--- src/rtl/ibrc_pkg.sv ---
`timescale 1ns / 1ps
`default_nettype none

package ibrc_pkg;

  // Sample and coefficient formats.
  localparam int SAMPLE_BITS    = 16;
  localparam int COEF_FRAC_BITS = 16;
  localparam int COEF_BITS      = COEF_FRAC_BITS + 2;

  // Gyro minus bias needs one more bit than a raw sample.
  localparam int DIFF_BITS   = SAMPLE_BITS + 1;
  localparam int PROD_BITS   = COEF_BITS + DIFF_BITS;
  localparam int SUM_BITS    = PROD_BITS + 2;
  localparam int SCALED_BITS = SUM_BITS - COEF_FRAC_BITS;

  localparam int GYRO_OUT_BITS  = SAMPLE_BITS + 2;
  localparam int ACCEL_OUT_BITS = SAMPLE_BITS + 1;

  localparam int BIAS_BITS = 3 * SAMPLE_BITS;
  localparam int ROW_BITS  = 3 * COEF_BITS;
  localparam int CFG_BITS  = ROW_BITS;
  localparam int IDX_BITS  = 32;

  typedef enum logic [1:0] {
    CFG_GYRO_BIAS = 2'd0,
    CFG_ROW_0     = 2'd1,
    CFG_ROW_1     = 2'd2,
    CFG_ROW_2     = 2'd3
  } cfg_reg_t;

  typedef logic signed [DIFF_BITS-1:0]      diff_t;
  typedef logic signed [SCALED_BITS-1:0]    scaled_t;
  typedef logic signed [GYRO_OUT_BITS-1:0]  gyro_out_t;
  typedef logic signed [ACCEL_OUT_BITS-1:0] accel_out_t;

  // Per-stage load enables shared by the lanes and the merge stage.
  typedef struct packed {
    logic prod;
    logic sum;
    logic out;
  } stage_en_t;

  localparam gyro_out_t  GYRO_HI  = {1'b0, {(GYRO_OUT_BITS-1){1'b1}}};
  localparam gyro_out_t  GYRO_LO  = {1'b1, {(GYRO_OUT_BITS-1){1'b0}}};
  localparam accel_out_t ACCEL_HI = {1'b0, {(ACCEL_OUT_BITS-1){1'b1}}};
  localparam accel_out_t ACCEL_LO = {1'b1, {(ACCEL_OUT_BITS-1){1'b0}}};

endpackage

`default_nettype wire

--- src/rtl/ibrc_lane.sv ---
`timescale 1ns / 1ps
`default_nettype none

// One matrix row times one vector: three products, then the sum scaled
// down with truncation toward zero.
module ibrc_lane (
  input  wire logic                        clk,
  input  wire ibrc_pkg::stage_en_t         en,
  input  wire logic [ibrc_pkg::ROW_BITS-1:0] coef_row,
  input  wire ibrc_pkg::diff_t             vec [3],
  output      ibrc_pkg::scaled_t           scaled_r
);
  import ibrc_pkg::*;

  logic signed [PROD_BITS-1:0] prod_r [3];
  logic signed [COEF_BITS-1:0] coef   [3];
  logic signed [SUM_BITS-1:0]  sum;
  logic signed [SUM_BITS-1:0]  round_adj;
  logic signed [SUM_BITS-1:0]  sum_adj;
  scaled_t                     scaled_nxt;

  always_comb begin
    for (int j = 0; j < 3; j++) begin
      coef[j] = $signed(coef_row[j*COEF_BITS +: COEF_BITS]);
    end
  end

  always_ff @(posedge clk) begin
    if (en.prod) begin
      for (int j = 0; j < 3; j++) begin
        prod_r[j] <= coef[j] * vec[j];
      end
    end
  end

  // A negative sum gets 2^F - 1 added before the arithmetic shift so the
  // quotient rounds toward zero.
  always_comb begin
    sum = SUM_BITS'(prod_r[0]) + SUM_BITS'(prod_r[1]) + SUM_BITS'(prod_r[2]);
    round_adj = $signed({{(SUM_BITS-COEF_FRAC_BITS){1'b0}},
                         {COEF_FRAC_BITS{sum[SUM_BITS-1]}}});
    sum_adj = sum + round_adj;
    scaled_nxt = SCALED_BITS'(sum_adj >>> COEF_FRAC_BITS);
  end

  always_ff @(posedge clk) begin
    if (en.sum) begin
      scaled_r <= scaled_nxt;
    end
  end

endmodule

`default_nettype wire

--- config.mk ---
export PLATFORM = sky130hd
export DESIGN_NAME = ibrc_lane
export DESIGN_NICKNAME = d
export VERILOG_FILES = /design/src/rtl/ibrc_pkg.sv /design/src/rtl/ibrc_lane.sv
export SDC_FILE = /design/constraint.sdc
export NUM_CORES = 2
export LEC_CHECK = 0
export ABC_CLOCK_PERIOD_IN_PS = 8400
export BUFFER_PORTS_ARGS = -buffer_cell sky130_fd_sc_hd__buf_2
export CORE_MARGIN = 1.5
export CORE_UTILIZATION = 45
export DETAILED_ROUTE_END_ITERATION = 12
export SLEW_MARGIN = 20
export SYNTH_ARGS = -nofsm -noshare
export SYNTH_HDL_FRONTEND = slang
export SYNTH_SLANG_ARGS = --single-unit
export TNS_END_PERCENT = 5
--- constraint.sdc ---
create_clock -name clk -period 8.4 [get_ports clk]
set_input_delay 0.84 -clock clk [delete_from_list [all_inputs] [get_ports clk]]
set_output_delay 0.84 -clock clk [all_outputs]
set_load 0.005 [all_outputs]
==> results_dict.tcl <==
set metrics [dict create \
    cts-buffers-inserted 17 \
    yosys-top-cells-area "fa_1 (47%), edfxtp_1 (9.2%), ha_1 (9.2%)" \
    cts.clk_slew.worst_paths_ns 0.06 \
    endpoint_kind "flop" \
    maxCapViolCount 0 \
    antenna_found_initial 0 \
    core_area_um2 90100 \
    synth_most_common_cell "fa_1" \
    final_layout_size_suffix_gt1_frac 0.0482 \
    grt_max_degree 55 \
    period_minus_slack_ns 7.19 \
    insertion_delay_ns 0.42 \
    post-dp-hpwl_um 77000 \
    synth_area_um2 41000 \
    worstHoldEndpoint "scaled_r[20]" \
    synth_flop_cell "edfxtp_1" \
    synth_top_cell_area_share 0.473 \
    ctsHtreeMaxLevel 4 \
    fin_util 0.479 \
    fp-row-count 110 \
    fin_skew_ns 0.00762 \
    yosys-top-cells-count "fa_1 (969), inv_1 (958), nand2_1 (480), and2_1 (465), ha_1 (302)" \
    finalCritPeriodShare 0.856 \
    critical_path.top_delay_family "adder cells" \
    reg2reg_slack_ns 2.67 \
    synth.avg_cell_area_um2 9.74 \
    drt-total-wl_um 91300 \
    path_common_cell "fa_1" \
    grt_first_pass_wirelength_um 155000 \
    rsz0062_at_grt "no" \
    vias 27500 \
    cts_resized 0 \
    crit_fanout 18 \
    nNetsFinal 5605 \
    hold_path_depth 1 \
    gp_congestion 0.877 \
    grt_pass1_vias 29500 \
    fmax_mhz 139 \
    cts_tree "built" \
    cts_root_buffer "clkbuf_16" \
    grtUsageTotal 0.208 \
    status "finished, final reports clean" \
    timing.critical_path.buf_inv 4 \
    async_flop_share 0 \
    yosysUniqueCellTypes 86 \
    fillerInstances 8561 \
    wl_per_cell_um 16.9 \
    hold_start "en[1]" \
    route.detailed.drc 0 \
    cp_slowest_cell "o311ai_0" \
    synth_top_area_cell "fa_1" \
    postCtsHoldBufs 0 \
    synthToLayoutAreaGrowth_pct 5.39 \
    cts_setup_buffers 0 \
    rr_endpoint "scaled_r[20]" \
    port_buffers 128 \
    clock_sinks 126 \
    start_util 0.455 \
    r2r_start "prod_r[0][82]" \
    arrival_ns 7.35 \
    seq_area_frac_synth 0.0923 \
    slowest_delay_ns 0.59 \
    slew_headroom 0.306 \
    postRouteAntennaNets 0 \
    die_h_um 305 \
    syn_inst 4205 \
    startpoint_type "primary input" \
    synth_warnings 0 \
    r2r_cells 19 \
    viasPerCell 5.08 \
    die_area_um2 92900 \
    ys_ff_latch 126 \
    num_io_pins 130 \
    antennaDiodeCount 0 \
    maxSlewViolCount 0 \
    worstPathCellList "buf_2 > nand2_1 > fa_1 > fa_1 > inv_1 > fa_1 > inv_1 > fa_1 > fa_1 > fa_1 > inv_1 > ha_1 > nand2_1 > a2111oi_0 > nor3_1 > a21oi_1 > a211oi_1 > o311ai_0 > nand2_1 > o21ai_0 > a21oi_1 > xnor2_1" \
    hold_class "in2reg" \
    synth_fp_nets 5585 \
    synth_edf_count 126 \
    tightest_slew_ns 1.03 \
    cts_max_path_buffers 2 \
    finalSetupViolCount 0 \
    worstSetupPathType "in2reg" \
    drt_iter0_markers 1571 \
    final.setup.tns_ns 0 \
    die-width_um 305 \
    hold_viol 0 \
    grt.overflow.total 0 \
    cp.required_ns 8.56 \
    placed_cell_area_um2 42600 \
    first_pass_iters 5 \
    fin_area_um2 43200 \
    cp_num_cells 22 \
]
layer usage:
| layer | global-route usage | vias up | part of all wire |
|---|---|---|---|
| met2 | 0.349 | 520 | 0.49 |
| met1 | 0.297 | 14200 | 0.47 |
| met4 | 0.0314 | 0 | 0.012 |
| met3 | 0.0216 | 76 | 0.037 |
| met5 | 0 | - | 0 |
| li1 | - | 12700 | - |
how the worst max path moves through the flow:
stage	endpoint	from	slack (ns)
2_1_floorplan	prod_r[0][104]	vec[8]	1.37
3_3_place_gp	prod_r[0][34]	vec[36]	0.86
3_5_place_dp	prod_r[0][34]	vec[36]	0.80
4_1_cts	prod_r[0][34]	vec[36]	1.24
5_1_grt	prod_r[0][34]	vec[36]	0.83
6_report	prod_r[0][34]	vec[36]	1.21
cells by family after synthesis:
group,synth area share
compound gates,0.0577
xor+xnor,0.0325
fa+ha+maj,0.566
buf+inv,0.100
flops,0.0923
mux,0.000824
simple gates,0.151
final cells by class:
cell class / count / area (µm²) / area share
multi-input cells: 2988 / 33100 / 0.766
flip-flops and latches: 126 / 3780 / 0.0876
inverters: 959 / 3600 / 0.0834
well taps: 1176 / 1470 / 0.0341
repair buffers: 133 / 681 / 0.0158
clock buffers: 17 / 425 / 0.00985
clock inverters: 13 / 140 / 0.00325
state kept, by name (all words and copies together) (netlist names):
signal	flops
scaled_r	21
prod_r	105
cell usage in the layout (no fill, tap or decap), types with 32 or more instances in the layout:
master / n
ha_1: 302
o21ai_0: 52
o21a_1: 32
xnor2_1: 120
a21o_1: 39
nor2_1: 123
inv_1: 958
and2_1: 465
fa_1: 969
buf_2: 127
nand2_1: 480
edfxtp_1: 126
a21oi_1: 98
metrics by stage:
step	setup WS [ns]	instances	hold WS, ns
4_1_cts	1.24	5412	0.883
3_3_place_gp	0.857	5382	1.18
2_1_floorplan	1.37	4205	0.952
5_1_grt	0.834	5412	0.906
3_5_place_dp	0.803	5382	1.19
6_report	1.21	5412	0.894
Power is left out: the tool's default activity adds up to more than one toggle a clock period on the data nets, which glitch-free logic cannot reach.
