<file path="src/rtl/ibrc_pkg.sv">
`timescale 1ns / 1ps
`default_nettype none

package ibrc_pkg;

  // Sample and coefficient formats.
  localparam int SAMPLE_BITS    = 16;
  localparam int COEF_FRAC_BITS = 16;
  localparam int COEF_BITS      = COEF_FRAC_BITS + 2;

  // Gyro minus bias needs one more bit than a raw sample.
  localparam int DIFF_BITS   = SAMPLE_BITS + 1;
  localparam int PROD_BITS   = COEF_BITS + DIFF_BITS;
  localparam int SUM_BITS    = PROD_BITS + 2;
  localparam int SCALED_BITS = SUM_BITS - COEF_FRAC_BITS;

  localparam int GYRO_OUT_BITS  = SAMPLE_BITS + 2;
  localparam int ACCEL_OUT_BITS = SAMPLE_BITS + 1;

  localparam int BIAS_BITS = 3 * SAMPLE_BITS;
  localparam int ROW_BITS  = 3 * COEF_BITS;
  localparam int CFG_BITS  = ROW_BITS;
  localparam int IDX_BITS  = 32;

  typedef enum logic [1:0] {
    CFG_GYRO_BIAS = 2'd0,
    CFG_ROW_0     = 2'd1,
    CFG_ROW_1     = 2'd2,
    CFG_ROW_2     = 2'd3
  } cfg_reg_t;

  typedef logic signed [DIFF_BITS-1:0]      diff_t;
  typedef logic signed [SCALED_BITS-1:0]    scaled_t;
  typedef logic signed [GYRO_OUT_BITS-1:0]  gyro_out_t;
  typedef logic signed [ACCEL_OUT_BITS-1:0] accel_out_t;

  // Per-stage load enables shared by the lanes and the merge stage.
  typedef struct packed {
    logic prod;
    logic sum;
    logic out;
  } stage_en_t;

  localparam gyro_out_t  GYRO_HI  = {1'b0, {(GYRO_OUT_BITS-1){1'b1}}};
  localparam gyro_out_t  GYRO_LO  = {1'b1, {(GYRO_OUT_BITS-1){1'b0}}};
  localparam accel_out_t ACCEL_HI = {1'b0, {(ACCEL_OUT_BITS-1){1'b1}}};
  localparam accel_out_t ACCEL_LO = {1'b1, {(ACCEL_OUT_BITS-1){1'b0}}};

endpackage

`default_nettype wire

</file>
<file path="src/rtl/ibrc_merge.sv">
`timescale 1ns / 1ps
`default_nettype none

// Saturates the six lane results to their output widths and folds the
// clip indications into one flag. Holds the output word.
module ibrc_merge (
  input  wire logic                          clk,
  input  wire ibrc_pkg::stage_en_t           en,
  input  wire ibrc_pkg::scaled_t             gyro_scaled  [3],
  input  wire ibrc_pkg::scaled_t             accel_scaled [3],
  input  wire logic [ibrc_pkg::IDX_BITS-1:0] idx,
  output      logic [ibrc_pkg::IDX_BITS-1:0] idx_r,
  output      ibrc_pkg::gyro_out_t           gyro_r  [3],
  output      ibrc_pkg::accel_out_t          accel_r [3],
  output      logic                          clipped_r
);
  import ibrc_pkg::*;

  gyro_out_t  gyro_nxt  [3];
  accel_out_t accel_nxt [3];
  logic       clipped_nxt;

  always_comb begin
    clipped_nxt = 1'b0;
    for (int i = 0; i < 3; i++) begin
      if (gyro_scaled[i] > SCALED_BITS'(GYRO_HI)) begin
        gyro_nxt[i] = GYRO_HI;
        clipped_nxt = 1'b1;
      end else if (gyro_scaled[i] < SCALED_BITS'(GYRO_LO)) begin
        gyro_nxt[i] = GYRO_LO;
        clipped_nxt = 1'b1;
      end else begin
        gyro_nxt[i] = GYRO_OUT_BITS'(gyro_scaled[i]);
      end
      if (accel_scaled[i] > SCALED_BITS'(ACCEL_HI)) begin
        accel_nxt[i] = ACCEL_HI;
        clipped_nxt = 1'b1;
      end else if (accel_scaled[i] < SCALED_BITS'(ACCEL_LO)) begin
        accel_nxt[i] = ACCEL_LO;
        clipped_nxt = 1'b1;
      end else begin
        accel_nxt[i] = ACCEL_OUT_BITS'(accel_scaled[i]);
      end
    end
  end

  always_ff @(posedge clk) begin
    if (en.out) begin
      idx_r     <= idx;
      gyro_r    <= gyro_nxt;
      accel_r   <= accel_nxt;
      clipped_r <= clipped_nxt;
    end
  end

endmodule

`default_nettype wire

</file>
<file path="config.mk">
export PLATFORM = sky130hd
export DESIGN_NAME = ibrc_merge
export DESIGN_NICKNAME = d
export VERILOG_FILES = /design/src/rtl/ibrc_pkg.sv /design/src/rtl/ibrc_merge.sv
export SDC_FILE = /design/constraint.sdc
export NUM_CORES = 1
export LEC_CHECK = 0
export CAP_MARGIN = 20
export CORE_AREA = 2 2 118 120
export CTS_CLUSTER_DIAMETER = 50
export DETAILED_ROUTE_END_ITERATION = 12
export DIE_AREA = 0 0 120 122
export DONT_BUFFER_PORTS = 1
export HOLD_SLACK_MARGIN = 0.03
export PLACE_DENSITY_LB_ADDON = 0.08
export SYNTH_ARGS = -nofsm -noshare
export SYNTH_HDL_FRONTEND = slang
export SYNTH_SLANG_ARGS = --single-unit
export TNS_END_PERCENT = 10
</file>
<file path="constraint.sdc">
create_clock -name clk -period 2.6 [get_ports clk]
set_input_delay 0.52 -clock clk [delete_from_list [all_inputs] [get_ports clk]]
set_output_delay 0.52 -clock clk [all_outputs]
set_load 0.02 [all_outputs]
</file>
==> flow_metrics.py <==
metrics = {
    "routing": {
        "wl_per_cell_microns": 24.8,
        "drtAntennaViolNets": 0,
        "vias": 2562,
        "met1Wirelength_microns": 4320,
        "vias_per_cell": 5.35,
        "met3_length_microns": 1140,
        "detailedRoute.firstIterationViolations": 235,
        "drt_wl_total_microns": 11900,
        "first_pass_iters": 4,
        "top_layer": "met4",
        "drc": 0,
        "wl_met2_microns": 6230,
    },
    "global_route": {
        "grt_use_total_pct": 15.7,
        "grt_pass1_vias": 2683,
        "antenna_found_initial": 0,
        "grt_pass1_wl_microns": 16600,
        "grt_max_degree": 139,
        "grt_overflow_total": 0,
    },
    "clock_network": {
        "postCtsHoldBufs": 0,
        "cts_tree": "done",
        "numCtsBuffers": 17,
        "cts_max_level": 4,
        "cts.sinks": 138,
        "post_cts_resized": 0,
        "post_cts_buffers": 0,
        "cts_root_buf": "clkbuf_16",
        "path_clk_slew_ns": 0.06,
        "clockBufferDepth": 2,
    },
    "run": {
        "cap_violations": 0,
    },
    "die": {
        "core_sq_um": 13500,
        "initial_core_util_pct": 38.6,
        "io_pins": 300,
        "placementRows": 43,
        "die_area_sq_um": 14600,
        "die_y_microns": 122,
        "die_w_microns": 120,
    },
    "logic_synthesis": {
        "synth.cell_area_sq_um": 5210,
        "ys_ff_latch": 138,
        "synth_cells": 284,
        "yosysUniqueCellTypes": 22,
        "yosysSeqAreaShare_pct": 79.6,
        "synth_area_leaders": "edfxtp_1 (80%), a21o_1 (8.7%), o21a_1 (4.8%)",
        "synth.avg_cell_area_sq_um": 18.3,
        "ys.warnings.count": 0,
        "synth_top_cell_area_share_pct": 79.6,
        "yosys.area.top_type": "edfxtp_1",
        "syn_nets": 446,
    },
    "status": {
        "status": "finished, final reports clean",
    },
    "setup_path": {
        "start_kind": "flop",
        "endpoint_kind": "output port",
        "required_ns": 2.08,
        "cp_max_fo": 1,
        "crit_arrival_ns": 0.92,
        "criticalPathCategory": "flop to output port",
    },
    "placement": {
        "gp_congestion": 0.678,
        "dpl_worst_slack_ns": 0.932,
        "portBuffers": 0,
        "dp_hpwl_microns": 8030,
        "dp.cells": 447,
    },
    "hold_path": {
        "min_path_type": "input pin to flop",
    },
    "timing": {
        "finalHoldViolations": 0,
        "fmax_ghz": 0.694,
        "period_needed_ns": 1.44,
        "final_max_slew_viol_count": 0,
        "finalSetupViolCount": 0,
        "rsz0062_at_grt": "no",
        "worst_pin_slew_ns": 0.830,
        "setup_ws_ns": 1.16,
        "period_share_pct": 55.4,
        "final.setup.tns_ns": 0,
        "relSlewSlack_pct": 44.6,
        "holdWs_ns": 0.198,
    },
    "cells_and_area": {
        "final_util_pct": 44.2,
        "layout.cells.non_filler": 479,
        "area_growth_pct": 14.7,
        "finalNetCount": 448,
        "n_antenna_cell": 0,
        "drive_gt1_share_pct": 16.1,
    },
    "power": {
        "powerDensity_nw_per_um2": 971,
        "ir_worst_vdd_uv": 378,
        "cellLeakagePower_nw": 2.19,
    },
}
==> power breakdown <==
part	internal (mW)	switching [mW]
Combinational	0.0841	0.0956
Clock	1.70	0.884
Sequential	2.70	0.334
Total	4.48	1.31
==> layout by cell type (no fill, tap or decap) <==
cell type	netlist	layout
nor2_2	6	6
clkbuf_16	0	17
clkinv_4	0	2
clkbuf_1	6	3
nand3_1	3	3
nor3_1	2	2
a21o_1	60	60
nor4b_2	1	1
nor2_1	1	1
clkinvlp_4	0	1
nand4_1	4	4
nand2_1	3	3
buf_4	1	1
nor4_2	2	2
clkinv_1	0	2
and2_1	1	1
bufinv_16	0	5
inv_6	0	1
and4b_1	1	1
a21o_2	6	6
o21a_1	33	33
nor3_2	1	1
nor4_4	1	1
clkinv_2	0	1
nand2_2	3	3
edfxtp_1	138	138
==> cell usage after synthesis <==
| master | instances |
|---|---|
| buf_2 | 7 |
| nand4_1 | 4 |
| o21a_1 | 33 |
| nor3_1 | 2 |
| nand3_1 | 3 |
| and4b_1 | 1 |
| a21o_2 | 6 |
| buf_1 | 1 |
| nor2_1 | 1 |
| and2_1 | 1 |
| nor4b_2 | 1 |
| nand2_2 | 3 |
| buf_4 | 1 |
| nor4_2 | 2 |
| clkbuf_1 | 6 |
| buf_6 | 3 |
| nor2_2 | 6 |
| a21o_1 | 60 |
| edfxtp_1 | 138 |
| nand2_1 | 3 |
| nor4_4 | 1 |
| nor3_2 | 1 |
==> area by class of cell <==
class / count / area [sq um]
timing repair buffer: 1 / 7.51
tap: 180 / 225
clock buffer: 20 / 437
clock inverter: 12 / 196
fill: 1197 / 7530
sequential: 138 / 4140
multi-input combinational: 128 / 960
==> routing by layer <==
layer	global-route usage (%)	up-vias
li1	-	1118
met5	0	-
met1	15.4	1263
met2	27.5	167
met4	7.43	0
met3	8.10	14
==> cell families (layout without fill, tap and decap cells) <==
family                 after synthesis  in the layout  synth area share, %
buffers and inverters               18             33                 1.97
flip-flops                         138            138                 79.6
AND/OR/NAND/NOR                     29             29                 4.01
AO/OA/AOI/OAI                       99             99                 14.4
==> worst paths after layout <==
kind | start | to | slack, ns | depth (start not counted)
worst max-delay path | gyro_r[40]$_SDFFCE_PN1P_ | gyro_r[40] | 1.16 | 0
worst min-delay path | accel_scaled[20] | accel_r[16]$_SDFFCE_PN0P_ | 0.20 | 0
==> state kept, by name, summed over array words and instances, names as in the netlist <==
name       flops
idx_r         32
accel_r       51
clipped_r      1
gyro_r        54
==> metrics by stage <==
step	power [mW]	cell area, sq um
6_report	5.80	5970
3_3_place_gp	3.26	5340
2_1_floorplan	3.19	5210
5_1_grt	5.99	5970
3_5_place_dp	3.27	5340
4_1_cts	5.87	5970
Note: power is estimated with default switching activity, not from simulation.
